## config.mk

```make
export PLATFORM = sky130hd
export DESIGN_NAME = md5_message_digest_top_flat
export DESIGN_NICKNAME = d
export VERILOG_FILES = /design/src/hdl/md5_pkg.sv /design/src/hdl/md5_if.sv /design/src/hdl/md5_ctrl.sv /design/src/hdl/md5_dp.sv /design/src/hdl/md5_message_digest_top.sv /design/src/flat_wrapper.sv
export VERILOG_INCLUDE_DIRS = /design/src /design/src/hdl
export SDC_FILE = /design/constraint.sdc
export NUM_CORES = 2
export LEC_CHECK = 0
export BUFFER_PORTS_ARGS = -buffer_cell sky130_fd_sc_hd__buf_2
export CAP_MARGIN = 30
export CORE_ASPECT_RATIO = 2
export CORE_MARGIN = 8
export CORE_UTILIZATION = 65
export DETAILED_ROUTE_END_ITERATION = 12
export GPL_TIMING_DRIVEN = 1
export PLACE_DENSITY = 0.89
export SETUP_SLACK_MARGIN = 0.02
export SYNTH_ARGS = -nofsm -noshare
export SYNTH_HDL_FRONTEND = slang
export SYNTH_SLANG_ARGS = --single-unit
```

## constraint.sdc

```tcl
create_clock -name clk -period 9.7 [get_ports clk]
set_input_delay 1.94 -clock clk [delete_from_list [all_inputs] [get_ports clk]]
set_output_delay 1.94 -clock clk [all_outputs]
set_load 0.005 [all_outputs]
```

## src/hdl/assert_macros.svh

```systemverilog
// Assertion macros shared by the MD5 controller and datapath.
// Each macro expands to one labeled concurrent assertion on the rising clock edge.
`ifndef ASSERT_MACROS_SVH
`define ASSERT_MACROS_SVH

// The consequent must hold in the same cycle as the antecedent.
`define ASSERT_SAME(label, clk, rst_n, ante, cons, msg) \
  label: assert property (@(posedge clk) disable iff (!rst_n) (ante) |-> (cons)) \
    else $error(msg);

// The consequent must hold in the cycle after the antecedent.
`define ASSERT_NEXT(label, clk, rst_n, ante, cons, msg) \
  label: assert property (@(posedge clk) disable iff (!rst_n) (ante) |=> (cons)) \
    else $error(msg);

`endif

```

## src/hdl/md5_pkg.sv

```systemverilog
// Package for the MD5 digest engine: state and command types, round constants,
// and the round helper functions. No dependencies.
`default_nettype none

package md5_pkg;

  typedef logic [3:0][31:0] word4_t;

  typedef enum logic [2:0] {
    ST_IDLE,
    ST_PAD80,
    ST_PADZ,
    ST_LEN,
    ST_INIT,
    ST_ROUND,
    ST_ADD,
    ST_EMIT
  } state_t;

  typedef enum logic [1:0] {
    SEL_IN,
    SEL_PAD80,
    SEL_ZERO,
    SEL_LEN
  } byte_sel_t;

  typedef struct packed {
    logic      wr_en;
    byte_sel_t byte_sel;
    logic      len_add;
    logic      comp_init;
    logic      round_en;
    logic      chain_add;
    logic      emit_adv;
    logic      clear;
  } cmd_t;

  typedef struct packed {
    logic pos_is63;
    logic pos_is56;
    logic round_last;
    logic idx_last;
  } sts_t;

  localparam logic [7:0] PAD_BYTE  = 8'h80;
  localparam logic [5:0] LEN_START = 6'd56;
  localparam logic [5:0] POS_LAST  = 6'd63;
  localparam logic [5:0] ROUND_LAST = 6'd63;
  localparam logic [1:0] IDX_LAST  = 2'd3;

  localparam word4_t CHAIN_INIT = {32'h10325476, 32'h98badcfe, 32'hefcdab89, 32'h67452301};

  localparam logic [31:0] SINE_K [64] = '{
    32'hd76aa478, 32'he8c7b756, 32'h242070db, 32'hc1bdceee,
    32'hf57c0faf, 32'h4787c62a, 32'ha8304613, 32'hfd469501,
    32'h698098d8, 32'h8b44f7af, 32'hffff5bb1, 32'h895cd7be,
    32'h6b901122, 32'hfd987193, 32'ha679438e, 32'h49b40821,
    32'hf61e2562, 32'hc040b340, 32'h265e5a51, 32'he9b6c7aa,
    32'hd62f105d, 32'h02441453, 32'hd8a1e681, 32'he7d3fbc8,
    32'h21e1cde6, 32'hc33707d6, 32'hf4d50d87, 32'h455a14ed,
    32'ha9e3e905, 32'hfcefa3f8, 32'h676f02d9, 32'h8d2a4c8a,
    32'hfffa3942, 32'h8771f681, 32'h6d9d6122, 32'hfde5380c,
    32'ha4beea44, 32'h4bdecfa9, 32'hf6bb4b60, 32'hbebfbc70,
    32'h289b7ec6, 32'heaa127fa, 32'hd4ef3085, 32'h04881d05,
    32'hd9d4d039, 32'he6db99e5, 32'h1fa27cf8, 32'hc4ac5665,
    32'hf4292244, 32'h432aff97, 32'hab9423a7, 32'hfc93a039,
    32'h655b59c3, 32'h8f0ccc92, 32'hffeff47d, 32'h85845dd1,
    32'h6fa87e4f, 32'hfe2ce6e0, 32'ha3014314, 32'h4e0811a1,
    32'hf7537e82, 32'hbd3af235, 32'h2ad7d2bb, 32'heb86d391
  };

  localparam logic [4:0] SHIFT_AMT [16] = '{
    5'd7, 5'd12, 5'd17, 5'd22, 5'd5, 5'd9, 5'd14, 5'd20,
    5'd4, 5'd11, 5'd16, 5'd23, 5'd6, 5'd10, 5'd15, 5'd21
  };

  function automatic logic [3:0] msg_index(input logic [5:0] r);
    logic [3:0] q;
    q = r[3:0];
    case (r[5:4])
      2'd0:    msg_index = q;
      2'd1:    msg_index = q * 4'd5 + 4'd1;
      2'd2:    msg_index = q * 4'd3 + 4'd5;
      default: msg_index = q * 4'd7;
    endcase
  endfunction

  function automatic logic [31:0] round_fn(input logic [1:0] grp, input logic [31:0] b,
                                           input logic [31:0] c, input logic [31:0] d);
    case (grp)
      2'd0:    round_fn = (b & c) | (~b & d);
      2'd1:    round_fn = (b & d) | (c & ~d);
      2'd2:    round_fn = b ^ c ^ d;
      default: round_fn = c ^ (b | ~d);
    endcase
  endfunction

  function automatic logic [31:0] rot_left(input logic [31:0] x, input logic [4:0] n);
    logic [63:0] w;
    w = {x, x} << n;
    rot_left = w[63:32];
  endfunction

endpackage

`default_nettype wire

```

## src/hdl/md5_if.sv

```systemverilog
// Stream interfaces of the MD5 digest engine: message byte channel and digest channel.
// Standalone; payload widths are fixed by the field definitions.
`default_nettype none

interface md5_in_if;
  logic       valid;
  logic       ready;
  logic [7:0] data_byte;
  logic       has_byte;
  logic       last;

  modport source (output valid, data_byte, has_byte, last, input ready);
  modport sink (input valid, data_byte, has_byte, last, output ready);
endinterface

interface md5_out_if;
  logic        valid;
  logic        ready;
  logic [31:0] digest_word;
  logic [1:0]  word_index;
  logic        last_word;

  modport source (output valid, digest_word, word_index, last_word, input ready);
  modport sink (input valid, digest_word, word_index, last_word, output ready);
endinterface

`default_nettype wire

```

## src/hdl/md5_ctrl.sv

```systemverilog
// Controller of the MD5 digest engine: sequences byte loading, padding, rounds and
// digest output. Depends on md5_pkg and assert_macros.svh.
`default_nettype none
`include "assert_macros.svh"

module md5_ctrl (
  input  wire logic          clk,
  input  wire logic          rst_n,
  input  wire logic          in_valid,
  input  wire logic          in_has_byte,
  input  wire logic          in_last,
  output logic               in_ready,
  output logic               out_valid,
  input  wire logic          out_ready,
  output md5_pkg::cmd_t      cmd,
  input  wire md5_pkg::sts_t sts
);
  import md5_pkg::*;

  state_t state_r, state_nxt;
  state_t ret_r, ret_nxt;

  always_ff @(posedge clk) begin
    if (!rst_n) begin
      state_r <= ST_IDLE;
      ret_r   <= ST_IDLE;
    end else begin
      state_r <= state_nxt;
      ret_r   <= ret_nxt;
    end
  end

  always_comb begin
    state_nxt    = state_r;
    ret_nxt      = ret_r;
    cmd          = '0;
    cmd.byte_sel = SEL_IN;
    in_ready     = 1'b0;
    out_valid    = 1'b0;
    case (state_r)
      ST_IDLE: begin
        in_ready = 1'b1;
        if (in_valid) begin
          if (in_has_byte) begin
            cmd.wr_en   = 1'b1;
            cmd.len_add = 1'b1;
            if (sts.pos_is63) begin
              state_nxt = ST_INIT;
              ret_nxt   = in_last ? ST_PAD80 : ST_IDLE;
            end else if (in_last) begin
              state_nxt = ST_PAD80;
            end
          end else if (in_last) begin
            state_nxt = ST_PAD80;
          end
        end
      end
      ST_PAD80: begin
        cmd.wr_en    = 1'b1;
        cmd.byte_sel = SEL_PAD80;
        state_nxt    = ST_PADZ;
        if (sts.pos_is63) begin
          state_nxt = ST_INIT;
          ret_nxt   = ST_PADZ;
        end
      end
      ST_PADZ: begin
        if (sts.pos_is56) begin
          state_nxt = ST_LEN;
        end else begin
          cmd.wr_en    = 1'b1;
          cmd.byte_sel = SEL_ZERO;
          if (sts.pos_is63) begin
            state_nxt = ST_INIT;
            ret_nxt   = ST_PADZ;
          end
        end
      end
      ST_LEN: begin
        cmd.wr_en    = 1'b1;
        cmd.byte_sel = SEL_LEN;
        if (sts.pos_is63) begin
          state_nxt = ST_INIT;
          ret_nxt   = ST_EMIT;
        end
      end
      ST_INIT: begin
        cmd.comp_init = 1'b1;
        state_nxt     = ST_ROUND;
      end
      ST_ROUND: begin
        cmd.round_en = 1'b1;
        if (sts.round_last) begin
          state_nxt = ST_ADD;
        end
      end
      ST_ADD: begin
        cmd.chain_add = 1'b1;
        state_nxt     = ret_r;
      end
      ST_EMIT: begin
        out_valid = 1'b1;
        if (out_ready) begin
          cmd.emit_adv = 1'b1;
          if (sts.idx_last) begin
            cmd.clear = 1'b1;
            state_nxt = ST_IDLE;
            ret_nxt   = ST_IDLE;
          end
        end
      end
      default: begin
        state_nxt = ST_IDLE;
        ret_nxt   = ST_IDLE;
      end
    endcase
  end

  `ASSERT_NEXT(a_round_to_add, clk, rst_n, state_r == ST_ROUND && sts.round_last, state_r == ST_ADD, "last round did not lead to the chain add")
  `ASSERT_NEXT(a_emit_done_idle, clk, rst_n, out_valid && out_ready && sts.idx_last, state_r == ST_IDLE && in_ready, "engine not idle after the final digest beat")

endmodule

`default_nettype wire

```

## src/hdl/md5_dp.sv

```systemverilog
// Datapath of the MD5 digest engine: block buffer, length and position counters,
// round engine and chaining words. Depends on md5_pkg and assert_macros.svh.
`default_nettype none
`include "assert_macros.svh"

module md5_dp (
  input  wire logic          clk,
  input  wire logic          rst_n,
  input  wire md5_pkg::cmd_t cmd,
  output md5_pkg::sts_t      sts,
  input  wire logic [7:0]    in_data_byte,
  output logic [31:0]        out_digest_word,
  output logic [1:0]         out_word_index,
  output logic               out_last_word
);
  import md5_pkg::*;

  logic [31:0] block_r [16];
  word4_t      chain_r, chain_nxt;
  word4_t      rw_r;
  logic [31:0] km_r;
  logic [63:0] len_r, len_nxt;
  logic [5:0]  pos_r, pos_nxt;
  logic [5:0]  rcnt_r, rcnt_nxt;
  logic [1:0]  idx_r, idx_nxt;

  logic [7:0]  wr_byte;
  logic [5:0]  r_next;
  logic [31:0] f_val;
  logic [31:0] sum_val;
  logic [31:0] t_val;

  always_comb begin
    case (cmd.byte_sel)
      SEL_IN:    wr_byte = in_data_byte;
      SEL_PAD80: wr_byte = PAD_BYTE;
      SEL_ZERO:  wr_byte = 8'h00;
      SEL_LEN:   wr_byte = len_r[{pos_r[2:0], 3'b000} +: 8];
      default:   wr_byte = 8'h00;
    endcase
  end

  assign r_next  = cmd.comp_init ? 6'd0 : rcnt_r + 6'd1;
  assign f_val   = round_fn(rcnt_r[5:4], rw_r[1], rw_r[2], rw_r[3]);
  assign sum_val = rw_r[0] + f_val + km_r;
  assign t_val   = rw_r[1] + rot_left(sum_val, SHIFT_AMT[{rcnt_r[5:4], rcnt_r[1:0]}]);

  always_comb begin
    pos_nxt   = pos_r;
    len_nxt   = len_r;
    rcnt_nxt  = rcnt_r;
    idx_nxt   = idx_r;
    chain_nxt = chain_r;
    if (cmd.wr_en) begin
      pos_nxt = pos_r + 6'd1;
    end
    if (cmd.len_add) begin
      len_nxt = len_r + 64'd8;
    end
    if (cmd.comp_init || cmd.round_en) begin
      rcnt_nxt = r_next;
    end
    if (cmd.chain_add) begin
      for (int i = 0; i < 4; i++) begin
        chain_nxt[i] = chain_r[i] + rw_r[i];
      end
      rcnt_nxt = '0;
    end
    if (cmd.emit_adv) begin
      idx_nxt = idx_r + 2'd1;
    end
    if (cmd.clear) begin
      pos_nxt   = '0;
      len_nxt   = '0;
      rcnt_nxt  = '0;
      idx_nxt   = '0;
      chain_nxt = CHAIN_INIT;
    end
  end

  always_ff @(posedge clk) begin
    if (!rst_n) begin
      pos_r   <= '0;
      len_r   <= '0;
      rcnt_r  <= '0;
      idx_r   <= '0;
      chain_r <= CHAIN_INIT;
    end else begin
      pos_r   <= pos_nxt;
      len_r   <= len_nxt;
      rcnt_r  <= rcnt_nxt;
      idx_r   <= idx_nxt;
      chain_r <= chain_nxt;
    end
  end

  always_ff @(posedge clk) begin
    if (cmd.wr_en) begin
      if (pos_r[1:0] == 2'd0) begin
        block_r[pos_r[5:2]] <= {24'h000000, wr_byte};
      end else begin
        block_r[pos_r[5:2]][{pos_r[1:0], 3'b000} +: 8] <= wr_byte;
      end
    end
  end

  // The constant and message word of the coming round are summed ahead of it and registered in km_r.
  always_ff @(posedge clk) begin
    if (cmd.comp_init || cmd.round_en) begin
      km_r <= SINE_K[r_next] + block_r[msg_index(r_next)];
    end
    if (cmd.comp_init) begin
      rw_r <= chain_r;
    end else if (cmd.round_en) begin
      rw_r[0] <= rw_r[3];
      rw_r[1] <= t_val;
      rw_r[2] <= rw_r[1];
      rw_r[3] <= rw_r[2];
    end
  end

  assign sts.pos_is63   = (pos_r == POS_LAST);
  assign sts.pos_is56   = (pos_r == LEN_START);
  assign sts.round_last = (rcnt_r == ROUND_LAST);
  assign sts.idx_last   = (idx_r == IDX_LAST);

  assign out_digest_word = chain_r[idx_r];
  assign out_word_index  = idx_r;
  assign out_last_word   = (idx_r == IDX_LAST);

  `ASSERT_SAME(a_no_write_in_rounds, clk, rst_n, cmd.round_en || cmd.comp_init || cmd.chain_add, !cmd.wr_en, "block buffer written during compression")
  `ASSERT_NEXT(a_clear_state, clk, rst_n, cmd.clear, pos_r == 6'd0 && len_r == 64'd0 && chain_r == CHAIN_INIT, "message state not cleared after the digest")

endmodule

`default_nettype wire

```

## src/hdl/md5_message_digest_top.sv

```systemverilog
// Top level of the MD5 digest engine: joins the controller and the datapath.
// Depends on md5_pkg, md5_if, md5_ctrl and md5_dp.
//
//   channel  dir  payload                                        beat when
//   in_ch    in   data_byte[7:0], has_byte, last                 valid && ready
//   out_ch   out  digest_word[31:0], word_index[1:0], last_word  valid && ready
//
// A byte beat writes one buffer byte; every 64th byte starts a compression
// (one load step, 64 rounds on a single round unit, one chain add). Closing
// writes the padding and length bytes with an idle step before the length, then
// runs one or two compressions and four digest beats.
// Reset is synchronous and active low; the input is not ready while a block
// compresses or while the digest is being delivered, and output stalls hold it.
`default_nettype none

module md5_message_digest_top (
  input wire logic  clk,
  input wire logic  rst_n,
  md5_in_if.sink    in_ch,
  md5_out_if.source out_ch
);
  import md5_pkg::*;

  cmd_t cmd;
  sts_t sts;

  md5_ctrl u_ctrl (
    .clk         (clk),
    .rst_n       (rst_n),
    .in_valid    (in_ch.valid),
    .in_has_byte (in_ch.has_byte),
    .in_last     (in_ch.last),
    .in_ready    (in_ch.ready),
    .out_valid   (out_ch.valid),
    .out_ready   (out_ch.ready),
    .cmd         (cmd),
    .sts         (sts)
  );

  md5_dp u_dp (
    .clk             (clk),
    .rst_n           (rst_n),
    .cmd             (cmd),
    .sts             (sts),
    .in_data_byte    (in_ch.data_byte),
    .out_digest_word (out_ch.digest_word),
    .out_word_index  (out_ch.word_index),
    .out_last_word   (out_ch.last_word)
  );

endmodule

`default_nettype wire

```

## src/flat_wrapper.sv

```systemverilog
// flat-port wrapper written by rule: the top's interface ports become plain ports
module md5_message_digest_top_flat import md5_pkg::*;
  (clk, rst_n, in_ch_valid, in_ch_data_byte, in_ch_has_byte, in_ch_last, in_ch_ready, out_ch_valid, out_ch_digest_word, out_ch_word_index, out_ch_last_word, out_ch_ready);
  md5_in_if in_ch_i ();
  md5_out_if out_ch_i ();
  input wire logic clk;
  input wire logic rst_n;
  input wire logic [$bits(in_ch_i.valid)-1:0] in_ch_valid;
  input wire logic [$bits(in_ch_i.data_byte)-1:0] in_ch_data_byte;
  input wire logic [$bits(in_ch_i.has_byte)-1:0] in_ch_has_byte;
  input wire logic [$bits(in_ch_i.last)-1:0] in_ch_last;
  output wire logic [$bits(in_ch_i.ready)-1:0] in_ch_ready;
  output wire logic [$bits(out_ch_i.valid)-1:0] out_ch_valid;
  output wire logic [$bits(out_ch_i.digest_word)-1:0] out_ch_digest_word;
  output wire logic [$bits(out_ch_i.word_index)-1:0] out_ch_word_index;
  output wire logic [$bits(out_ch_i.last_word)-1:0] out_ch_last_word;
  input wire logic [$bits(out_ch_i.ready)-1:0] out_ch_ready;
  assign in_ch_i.valid = in_ch_valid;
  assign in_ch_i.data_byte = in_ch_data_byte;
  assign in_ch_i.has_byte = in_ch_has_byte;
  assign in_ch_i.last = in_ch_last;
  assign in_ch_ready = in_ch_i.ready;
  assign out_ch_valid = out_ch_i.valid;
  assign out_ch_digest_word = out_ch_i.digest_word;
  assign out_ch_word_index = out_ch_i.word_index;
  assign out_ch_last_word = out_ch_i.last_word;
  assign out_ch_i.ready = out_ch_ready;
  md5_message_digest_top u_core (.clk(clk), .rst_n(rst_n), .in_ch(in_ch_i), .out_ch(out_ch_i));
endmodule
```

==> implementation parameters <==
Parameter                              Value

Timing
  Final hold vios    0
  Final worst path period need    slightly above 9 ns
  Pins over their slew limit    0
  Final sum of negative setup slack    0 ns
  Unrepaired setup endpoints after global routing    no
  Final setup viols    0
  Normalized max-slew margin    0.03850
  Transition time at the pin with the least slew margin    about 1.4 ns
  Setup clock skew after layout    about 0.022 ns
  Share of the clock period used by the worst path    0.9575
  Fmax    ~110 MHz

Finish
  Layout cell share with drive strength beyond 1    0.08854
  Most frequent cells in the layout    nand2_1 (961), edfxtp_1 (672), a21oi_1 (475)
  Leading cell type in the layout, fill and taps excluded    nand2_1
  Area occupied by registers    roughly 24,000 µm²
  Synth-to-layout area growth    7.746%
  Filler cell count    a little under 6,000
  Area of the multi-input gates    between 20,000 and 30,000 µm²
  Count of nets after finishing    5,973

Route
  Number of vias per cell after detailed routing    around 7
  DRT antenna net count    0
  Average detailed-routed wire length per instance    27.43 µm
  1st-pass router iterations    7
  Initial drt markers    between 5,000 and 6,000
  Detailed-route DRC error count    0
  Number of vias after detailed routing    approximately 47,000
  Post-Route WL    around 190,000 µm

Clock network
  Clock Latency Late Sink    0.70 ns
  TritonCTS clock tree    built
  Buffer count from post-CTS setup fixing    0
  TritonCTS sink count    881
  CTS H-Tree Depth    3
  Maximum root-to-sink buffer count    3
  Root buf cell    clkbuf_16
  Number of buffers inserted during clock tree synthesis    78
  Clock transition at the registers of the reported paths    around 0.070 ns

Yosys
  Simple-gate share of the synthesized area    0.1607
  Mux contribution to synthesized area    0.03841
  Compound-gate portion of the synthesized area    0.1948
  Mean area per synthesized cell    ~9.6 µm²
  Number of enable-type register cells in the synthesized netlist    672
  Flop and latch count out of synthesis    around 880
  Post-synthesis net count    ~6,000
  Asr flop ratio synth    0
  Most common flop cell mapped by yosys    edfxtp_1
  Total of warnings raised by yosys    0
  Share of the yosys chip area belonging to registers    0.4460
  Dominant combinational cell family by area after synthesis    compound AO/OA/AOI/OAI gates
  Post-synthesis cell type count    101
  Synthesized instance count    approximately 5,700
  Arithmetic-cell share of the synthesized area counting full adders, half adders and majority gates    0.08150
  Xor-xnor portion of the synthesized cell area    0.04547
  Post-synthesis instance area    around 55,000 µm²

Critical path
  Crit Path Class    reg -> reg
  Kind of start point of the critical path    flop
  Critical Path Sink Type    flop
  Critical-path maximum fanout    48
  Critical path data arrival time    9.84 ns
  Peak per-stage delay on the critical path    0.73 ns
  Required time at the endpoint of the critical path    between 10 and 15 ns
  Cell with the biggest individual delay on the critical path    a2111oi_0

Worst hold path
  Type of the most critical hold path    reg -> reg

Placed design
  Placer congestion estimate    between 1 and 1.5
  HPWL after DPL    approximately 130,000 µm
  Count of input and output buffers    50

GRT
  Pin count of the biggest net entering global routing    about 140
  Antenna violations before repair    8
  First-pass GRT wire length    ~280,000 µm
  Number of global-route vias before repair    ~46,000
  Total global routing overflow    0
  GRT Resource Usage Total    0.3878

Die
  Core region area    about 84,000 µm²
  Area enclosed by the die boundary    around 94,000 µm²
  Floorplan die width    about 220 µm
  Standard-cell row count    150
  Die height    between 400 and 500 µm
  Number of ports placed on the die boundary    slightly above 50
  Effective utilization at floorplan    0.6541

Run status
  Result of the run    finished, final reports clean

Flow run
  Number of maximum-capacitance constraint violations    0
[sequential cells by signal, indices dropped and copies added (netlist names)]
name and count:
u_core.u_dp.chain_r 128, u_core.u_dp.len_r 61, u_core.u_ctrl.ret_r 3, u_core.u_dp.block_r 512, u_core.u_ctrl.state_r 3, u_core.u_dp.out_word_index 2, u_core.u_dp.km_r 32, u_core.u_dp.pos_r 6
u_core.u_dp.rw_r 128, u_core.u_dp.rcnt_r 6
[per-stage QoR]
step	instances	worst slack, ns	hold WS [ns]	cell area, µm²	util
after CTS	6762	0.4150	0.4630	58670	0.7025
final	6782	0.4118	0.4640	58860	0.7047
after global placement	6600	0.5941	0.4461	55900	0.6693
after floorplan	5710	1.773	0.4266	54630	-
after global routing	6779	0.02216	0.4915	58850	0.7046
after detailed placement	6620	0.4591	0.4547	56080	0.6714
[metal layers]
layer	vias up	GRT usage	part of all wire	wire, µm
met2	2918	0.6947	0.50	93400
met1	22510	0.3612	0.30	55720
met4	12	0.3626	0.12	21630
met3	1087	0.08861	0.082	15230
met5	-	0	0.00043	80
li1	20910	-	-	-
[timing repair]
action	in CTS	in global routing
hold buffers	0	0
hold endpoints to repair	0	0
endpoints found under the setup margin	0	1
resized for setup	0	1
[final timing paths]
path,end,depth (start not counted),start,slack [ns]
min reg2reg,u_core.u_ctrl.ret_r[1]$_SDFFE_PN0P_,2,u_core.u_ctrl.ret_r[1]$_SDFFE_PN0P_,0.46
max reg2reg,u_core.u_dp.rw_r[63]$_DFFE_PP_,31,u_core.u_dp.rcnt_r[4]$_SDFFE_PP0P_,0.41
min,u_core.u_ctrl.ret_r[1]$_SDFFE_PN0P_,2,u_core.u_ctrl.ret_r[1]$_SDFFE_PN0P_,0.46
max,u_core.u_dp.rw_r[63]$_DFFE_PP_,31,u_core.u_dp.rcnt_r[4]$_SDFFE_PP0P_,0.41
[cells by family (layout without fill, tap and decap cells)]
kind of cell | count (synthesis) | after routing
AO/OA/AOI/OAI | 1639 | 1639
XOR/XNOR | 282 | 282
adder cells (fa/ha/maj) | 336 | 336
buffers and inverters | 454 | 459
flip-flops | 881 | 881
multiplexers | 145 | 145
other | 0 | 3
AND/OR/NAND/NOR | 1973 | 1973
[final cells by class]
type,count,area share
Multi-Input combinational cell,4375,0.4863
Sequential cell,881,0.4141
Clock buffer,95,0.03548
Timing Repair Buffer,202,0.02528
Tap cell,1064,0.02262
Clock inverter,47,0.008588
Inverter,115,0.007462
Antenna cell,3,0.0001275
[cell usage after synthesis, types with 39 or more instances]
| cell type | number | area, µm² |
|---|---|---|
| nor2b_1 | 39 | 244.0 |
| a311oi_1 | 76 | 665.6 |
| a31oi_1 | 138 | 863.3 |
| o21ai_0 | 277 | 1386 |
| a21o_1 | 103 | 773.2 |
| o211ai_1 | 69 | 518.0 |
| nor3_1 | 95 | 475.5 |
| ha_1 | 263 | 3291 |
| xnor2_1 | 135 | 1182 |
| nand3_1 | 110 | 550.5 |
| nand2_1 | 964 | 3618 |
| and3_1 | 39 | 244.0 |
| fa_1 | 43 | 860.8 |
| xor2_1 | 146 | 1279 |
| dfxtp_1 | 209 | 4184 |
| nor2_1 | 409 | 1535 |
| and2_1 | 152 | 950.9 |
| mux4_2 | 48 | 1081 |
| mux2i_1 | 60 | 600.6 |
| nand4_1 | 40 | 250.2 |
| a21oi_1 | 476 | 2382 |
| edfxtp_1 | 672 | 20180 |
| clkbuf_1 | 272 | 1021 |
| a211oi_1 | 192 | 1441 |
| inv_1 | 111 | 416.7 |
[critical path, delay by kind of cell (launching register included)]
family | cells | cell delay [ns]
xor+xnor | 3 | 0.71
simple gates | 3 | 0.59
flops | 1 | 0.65
compound gates | 17 | 4.26
fa+ha+maj | 3 | 1.20
mux | 4 | 1.10
buf+inv | 1 | 0.57
Power is left out: the tool's default activity adds up to more than one toggle a clock period on the data nets, which glitch-free logic cannot reach.
